## src/rtl/mte_pkg.sv

```systemverilog
`timescale 1ns / 1ps
`default_nettype none

package mte_pkg;

    // Element and coordinate width, signed fixed point
    localparam int ELEM_W        = 32;
    localparam int FRAC_BITS_DEF = 16;

    // Input opcodes
    localparam logic [1:0] OP_WR_CUR = 2'd0;
    localparam logic [1:0] OP_WR_OPD = 2'd1;
    localparam logic [1:0] OP_POINT  = 2'd2;
    localparam logic [1:0] OP_IDENT  = 2'd3;

    // Result kinds
    localparam logic KIND_ELEM  = 1'b0;
    localparam logic KIND_POINT = 1'b1;

    // Sequencer to multiply-accumulate unit
    typedef struct packed {
        logic load;   // seed the accumulator, drop any product in flight
        logic issue;  // multiply the operands presented this cycle
    } t_mac_ctrl;

endpackage

`default_nettype wire

```

## src/rtl/mte_mac.sv

```systemverilog
`timescale 1ns / 1ps
`default_nettype none

module mte_mac #(
    parameter int FRAC_BITS = mte_pkg::FRAC_BITS_DEF
) (
    input  wire                              i_clk,
    input  wire                              i_rst_n,
    input  wire mte_pkg::t_mac_ctrl          i_ctrl,
    input  wire logic signed [mte_pkg::ELEM_W-1:0] i_seed,
    input  wire logic signed [mte_pkg::ELEM_W-1:0] i_a,
    input  wire logic signed [mte_pkg::ELEM_W-1:0] i_b,
    output logic                             o_pv,
    output logic        [mte_pkg::ELEM_W-1:0] o_sum_sat
);

    localparam int EW    = mte_pkg::ELEM_W;
    localparam int PW    = 2 * EW;
    localparam int SH_W  = PW - FRAC_BITS;
    localparam int ACC_W = SH_W + 3;

    logic signed [PW-1:0]    r_prod;
    logic                    r_pv;
    logic signed [ACC_W-1:0] r_acc;
    logic        [SH_W-1:0]  w_sh;
    logic        [ACC_W-1:0] w_sum;
    logic                    w_fits;

    // Floor shift of the registered product, then the running sum with it
    assign w_sh  = r_prod[PW-1:FRAC_BITS];
    assign w_sum = r_pv ? (r_acc + {{3{w_sh[SH_W-1]}}, w_sh}) : r_acc;

    // Saturate: the sum fits when all bits above the sign of a word agree
    assign w_fits = (&w_sum[ACC_W-1:EW-1]) | ~(|w_sum[ACC_W-1:EW-1]);

    always_comb begin
        if (w_fits) begin
            o_sum_sat = w_sum[EW-1:0];
        end else if (w_sum[ACC_W-1]) begin
            o_sum_sat = {1'b1, {(EW-1){1'b0}}};
        end else begin
            o_sum_sat = {1'b0, {(EW-1){1'b1}}};
        end
    end

    assign o_pv = r_pv;

    // Multiply stage
    always_ff @(posedge i_clk) begin
        if (i_ctrl.issue) begin
            r_prod <= i_a * i_b;
        end
    end

    // Accumulate stage
    always_ff @(posedge i_clk) begin
        if (!i_rst_n) begin
            r_pv <= 1'b0;
        end else if (i_ctrl.load) begin
            r_pv <= 1'b0;
        end else begin
            r_pv <= i_ctrl.issue;
        end
    end

    always_ff @(posedge i_clk) begin
        if (i_ctrl.load) begin
            r_acc <= {{(ACC_W-EW){i_seed[EW-1]}}, i_seed};
        end else if (r_pv) begin
            r_acc <= w_sum;
        end
    end

endmodule

`default_nettype wire

```

## config.mk

```make
export PLATFORM = sky130hd
export DESIGN_NAME = mte_mac
export DESIGN_NICKNAME = d
export VERILOG_FILES = /design/src/rtl/mte_pkg.sv /design/src/rtl/mte_mac.sv
export SDC_FILE = /design/constraint.sdc
export NUM_CORES = 2
export LEC_CHECK = 0
export ABC_AREA = 0
export BUFFER_PORTS_ARGS = -buffer_cell sky130_fd_sc_hd__buf_2
export CORE_MARGIN = 4
export CORE_UTILIZATION = 53
export DETAILED_ROUTE_END_ITERATION = 12
export PLACE_DENSITY = 0.75
export REMOVE_ABC_BUFFERS = 1
export SYNTH_ARGS = -nofsm -noshare
export SYNTH_HDL_FRONTEND = slang
export SYNTH_SLANG_ARGS = --single-unit
```

## constraint.sdc

```tcl
create_clock -name i_clk -period 8.85 [get_ports i_clk]
set_input_delay 0.4425 -clock i_clk [delete_from_list [all_inputs] [get_ports i_clk]]
set_output_delay 0.4425 -clock i_clk [all_outputs]
set_load 0.02 [all_outputs]
```

; ---- After elaboration in Yosys (flattened, before gate mapping)
; Index checks and enable logic that the tools add are counted.
[totals]
ram_bits = 0
regBits = 116
input_bits = 100
memories = 0
output_inout_bits = 33
romBits = 0
elab_cells = 17
latchBits = 0
[classes]
n_bitwise = 3
add_sub_neg = 1
div = 0
eq_ne = 0
muxes = 5
multipliers = 1
order_cmp = 0
reduce_logical = 4
n_shift = 0
[ops]
columns = operator, count
row1 = $mux W51, 3
row2 = $mul A32 B32 Y64, 1
row3 = $mux W32, 2
row4 = $add A51 B51 Y51, 1
row5 = $reduce_and A20 Y1, 1
row6 = $reduce_or A20 Y1, 1
row7 = $not A1 Y1, 2
row8 = $reduce_bool A2 Y1, 1
row9 = $reduce_or A2 Y1, 1
row10 = $or A1 B1 Y1, 1

; ---- Logic depth before layout (Yosys ltp)
[depth]
word_depth = 6
depth_mapped = 29
ltp_nobuf = 28

; ---- Least setup slack after synthesis
; Ideal clock, no wire load.
[synth_timing]
path_type = input to register
from = input port i_b[3] (netlist bit)
to = register r_prod[62] (data pin)
setup_time_ns = 0.258
cell_stages = 26
arrival_ns = 7.504
path_slack_ns = 1.088
path_buffers = 1
required_time_ns = 8.592
cell_sequence = clkbuf_1 -> nand2_1 -> fa_1 -> fa_1 -> inv_1 -> fa_1 -> inv_1 -> fa_1 -> inv_1 -> fa_1 -> fa_1 -> fa_1 -> inv_1 -> fa_1 -> inv_1 -> ha_1 -> and3_1 -> nand4_1 -> or4_1 -> a211oi_1 -> a22oi_1 -> o211ai_1 -> a21oi_1 -> o31ai_1 -> a21oi_1 -> xnor2_1
[synth_via]
elab_chain_cells = 1
[synth_lines]
columns = element, line
row1 = from (decl), mte_mac.sv:12  ; input wire logic signed [mte_pkg::ELEM_W-1:0] i_b,
row2 = $mul A32 B32 Y64, mte_mac.sv:51  ; r_prod <= i_a * i_b;
row3 = to (signal assigned), mte_mac.sv:51
row4 = to (decl), mte_mac.sv:22  ; logic signed [PW-1:0] r_prod;
; No other way between the ends.
; A chain may end at the register's enable or synchronous reset.

; ---- Worst setup path after layout
[layout_timing]
from = input port i_a[17] (netlist bit)
to = register r_prod[62] (data pin)
[layout_via]
elab_chain_cells = 1
[layout_lines]
columns = element, line
row1 = from (decl), mte_mac.sv:11  ; input wire logic signed [mte_pkg::ELEM_W-1:0] i_a,
row2 = $mul A32 B32 Y64, mte_mac.sv:51
; No other way between the ends.

==> results.txt <==
Outcome: finished clean
Number of enable-type register cells in the synthesized netlist: 99
Class of the most critical setup path: in -> reg
Hold crit path type: in -> reg
I/O pin count: 133
Upper clock frequency limit: 0.120 GHz
Final setup fails: 0
Crit path capture: r_prod[62]$_DFFE_PP_
Overall fraction of global-route tracks in use: 0.284
Number of gates resized after cts: 0
Proportion of register bits with asynchronous set or reset after synthesis: 0
Capturing element type of the critical path: register
Most common cell type on the critical path: fa_1
Instance count on the critical path: 25
Core Util, Final: 0.568
Core Footprint: 79500 µm²
Proportion of synthesized chip area in sequential cells: 0.0699
Count of input and output buffers: 132
First-pass GRT wire length: 191000 µm
Stage delay of the slowest cell on the critical path: 0.61 ns
Horizontal extent of the die: 292 µm
Pin count of the biggest net entering global routing: 69
Nature of the critical path startpoint: input port
Number of core rows: 103
Remaining routing DRC violations: 0
Depth of the CTS H-tree: 3
TritonCTS sink count: 100
Buffer depth of the longest clock path: 2
Cell type contributing the most total cell area after synthesis: fa_1
Routed wire length per instance: 21.1 µm
Cell variety after synth: 81
Antenna violations before repair: 2
Share of the clock period used by the worst path after layout: 0.944
P&R area growth vs syn: 5.47%
Beginning of the critical path: i_a[17]
Worst slew margin: 0.263
Insertion delay to the later sink of the worst-skew pair: 0.36 ns
Flop-to-flop setup slack: 4.97 ns
Drt pass-1 iters: 6
DIE HEIGHT: 292 µm
Ranking of synthesized cells by area: fa_1 51%, inv_1 8.4%, and2_1 7.6%, edfxtp_1 6.9%, ha_1 6.7%
Worst-path maximum fanout: 24
Avg Synthesized Cell Area: 9.45 µm²
GRT met2 Usage: 0.437
Worst reg2reg path startpoint: r_acc[17]$_DFFE_PP_
Antenna Violating Nets Remaining: 0
Clock tree root buffer cell: clkbuf_16
Reg2reg path depth: 11
Initial standard-cell utilization of the core: 0.539
Total CTS buffers: 9
Post-CTS setup buffers: 0
Setup Total Neg Slack: 0 ns
Cell with the most instances after synthesis: fa_1
Number of nets in the layout: 5971
Count of mapped cells out of synthesis: 4533
Fin crit period: 8.36 ns
1st-iter DRT viols: 2713
Final Hold Vio Count: 0
Met1 Track Usage GR: 0.399
Min-Delay Startpoint: i_rst_n
Max-slew violations: 0
Arrival time reported for the critical path endpoint: 8.47 ns
Post-CTS Hold Buffers: 0
CP max stage cell: or4_1
Most Used Layer, Global Route: met2
Gpl congestion: 0.959
Primary FF master, synth: edfxtp_1
TritonCTS clock tree: done
Vias in the first global route: 34153
Final HPWL DP: 99100 µm
Critical path required time: 8.96 ns
Number of vias after detailed routing: 31286
Crit-path leading delay family: adder cells
Overflow left after global routing: 0
Count of synthesis-stage warnings from yosys: 0
Buffers & Inverters on Critical Path: 5
Average vias per placed instance: 5.57
Combined area of all synthesized cells: 42800 µm²
Wire length after detailed routing: 119000 µm
Total die area: 85400 µm²
Flip-flop and latch count after synthesis: 100
Clock transition at the register clock pins on the worst setup and hold paths after CTS: 0.07 ns
Share of post-route cells with drive strength above 1: 0.0686
R2r endpoint: r_acc[50]$_DFFE_PP_
Synth top cells by count: 1082 x fa_1, 961 x inv_1, 553 x nand2_1, 518 x and2_1, 230 x ha_1
Number of max-cap violations: 0
Global routing usage on met3: 0.0772
Worst Max-Slew Pin Slew: 1.11 ns
Skew final: 0.0153 ns
Setup repair after global routing missed its margin: false
Synth top area share: 0.506
-- per-layer routing --
layer | wire length (µm) | up-vias
li1 | - | 13603
met1 | 48300 | 15888
met2 | 52500 | 1561
met3 | 13500 | 234
met4 | 4360 | 0
met5 | 0 | -
-- placed cells by master, fill, tap and decap left out, types with 14 or more instances in the layout --
| cell type | synthesis | final |
|---|---|---|
| mux2i_1 | 28 | 28 |
| fa_1 | 1082 | 1082 |
| a21o_1 | 41 | 41 |
| xor2_1 | 28 | 28 |
| o21ai_0 | 63 | 63 |
| o21bai_1 | 16 | 16 |
| xnor2_1 | 69 | 69 |
| nand2b_1 | 16 | 16 |
| buf_2 | 5 | 132 |
| inv_1 | 961 | 961 |
| a21oi_1 | 157 | 157 |
| nor2b_1 | 19 | 19 |
| a211oi_1 | 23 | 23 |
| nor3_1 | 17 | 17 |
| a21oi_2 | 28 | 28 |
| o21a_1 | 14 | 14 |
| nand3_1 | 27 | 27 |
| and2_1 | 518 | 518 |
| edfxtp_1 | 99 | 99 |
| nand2_1 | 553 | 552 |
| ha_1 | 230 | 230 |
| nand4_1 | 24 | 24 |
| buf_4 | 6 | 112 |
| nor2_1 | 138 | 138 |
-- worst reg2reg max path: cells and delay by family (launching register included) --
family	cells	cell delay [ns]
AND/OR/NAND/NOR	2	0.66
multiplexers	1	0.08
AO/OA/AOI/OAI	6	1.48
adder cells (fa/ha/maj)	1	0.39
flip-flops	1	0.43
XOR/XNOR	1	0.57
-- cell families (layout without fill, tap and decap cells) --
kind of cell / Yosys count / in the layout / synth area share
AND/OR/NAND/NOR: 1361 / 1361 / 0.159
adder cells (fa/ha/maj): 1312 / 1312 / 0.573
buffers and inverters: 1198 / 1229 / 0.106
AO/OA/AOI/OAI: 434 / 434 / 0.0658
flip-flops: 100 / 100 / 0.0699
XOR/XNOR: 97 / 97 / 0.0198
multiplexers: 31 / 31 / 0.00733
other: 0 / 2 / 0
-- state kept, by name, summed over array words and instances (netlist names) --
name    count
r_prod     48
o_pv        1
r_acc      51
-- through the flow --
step | hold slack [ns] | setup WS (ns) | cell area [µm²] | cells
after floorplan | 0.555 | 1.24 | 41900 | 4298
after CTS | 0.333 | 0.586 | 45200 | 5614
after global placement | 0.683 | 0.331 | 44900 | 5598
final | 0.343 | 0.492 | 45200 | 5616
after detailed placement | 0.702 | 0.235 | 44900 | 5598
after global routing | 0.351 | 0.166 | 45200 | 5615
-- how the worst min path moves through the flow --
stage                                       to  slack [ns]  cells after the start
final                          o_pv$_SDFF_PP0_        0.34                      2
after global placement      r_acc[0]$_DFFE_PP_        0.68                      2
after CTS                      o_pv$_SDFF_PP0_        0.33                      2
after detailed placement   r_acc[45]$_DFFE_PP_        0.70                      2
after global routing           o_pv$_SDFF_PP0_        0.35                      2
after floorplan           r_prod[16]$_DFFE_PP_        0.55                      0
-- area by class of cell --
type | instances | area [µm²]
antenna | 2 | 5.00
fill | 6878 | 34300
clock buffer | 10 | 229
timing repair buffer | 250 | 1620
sequential | 100 | 2990
multi-input combinational | 3235 | 35300
inverter | 963 | 3610
tap | 1050 | 1310
clock inverter | 6 | 63.8
Power is not shown: default switching activity piles up to over one toggle a cycle in this logic, so the estimate is an artifact.
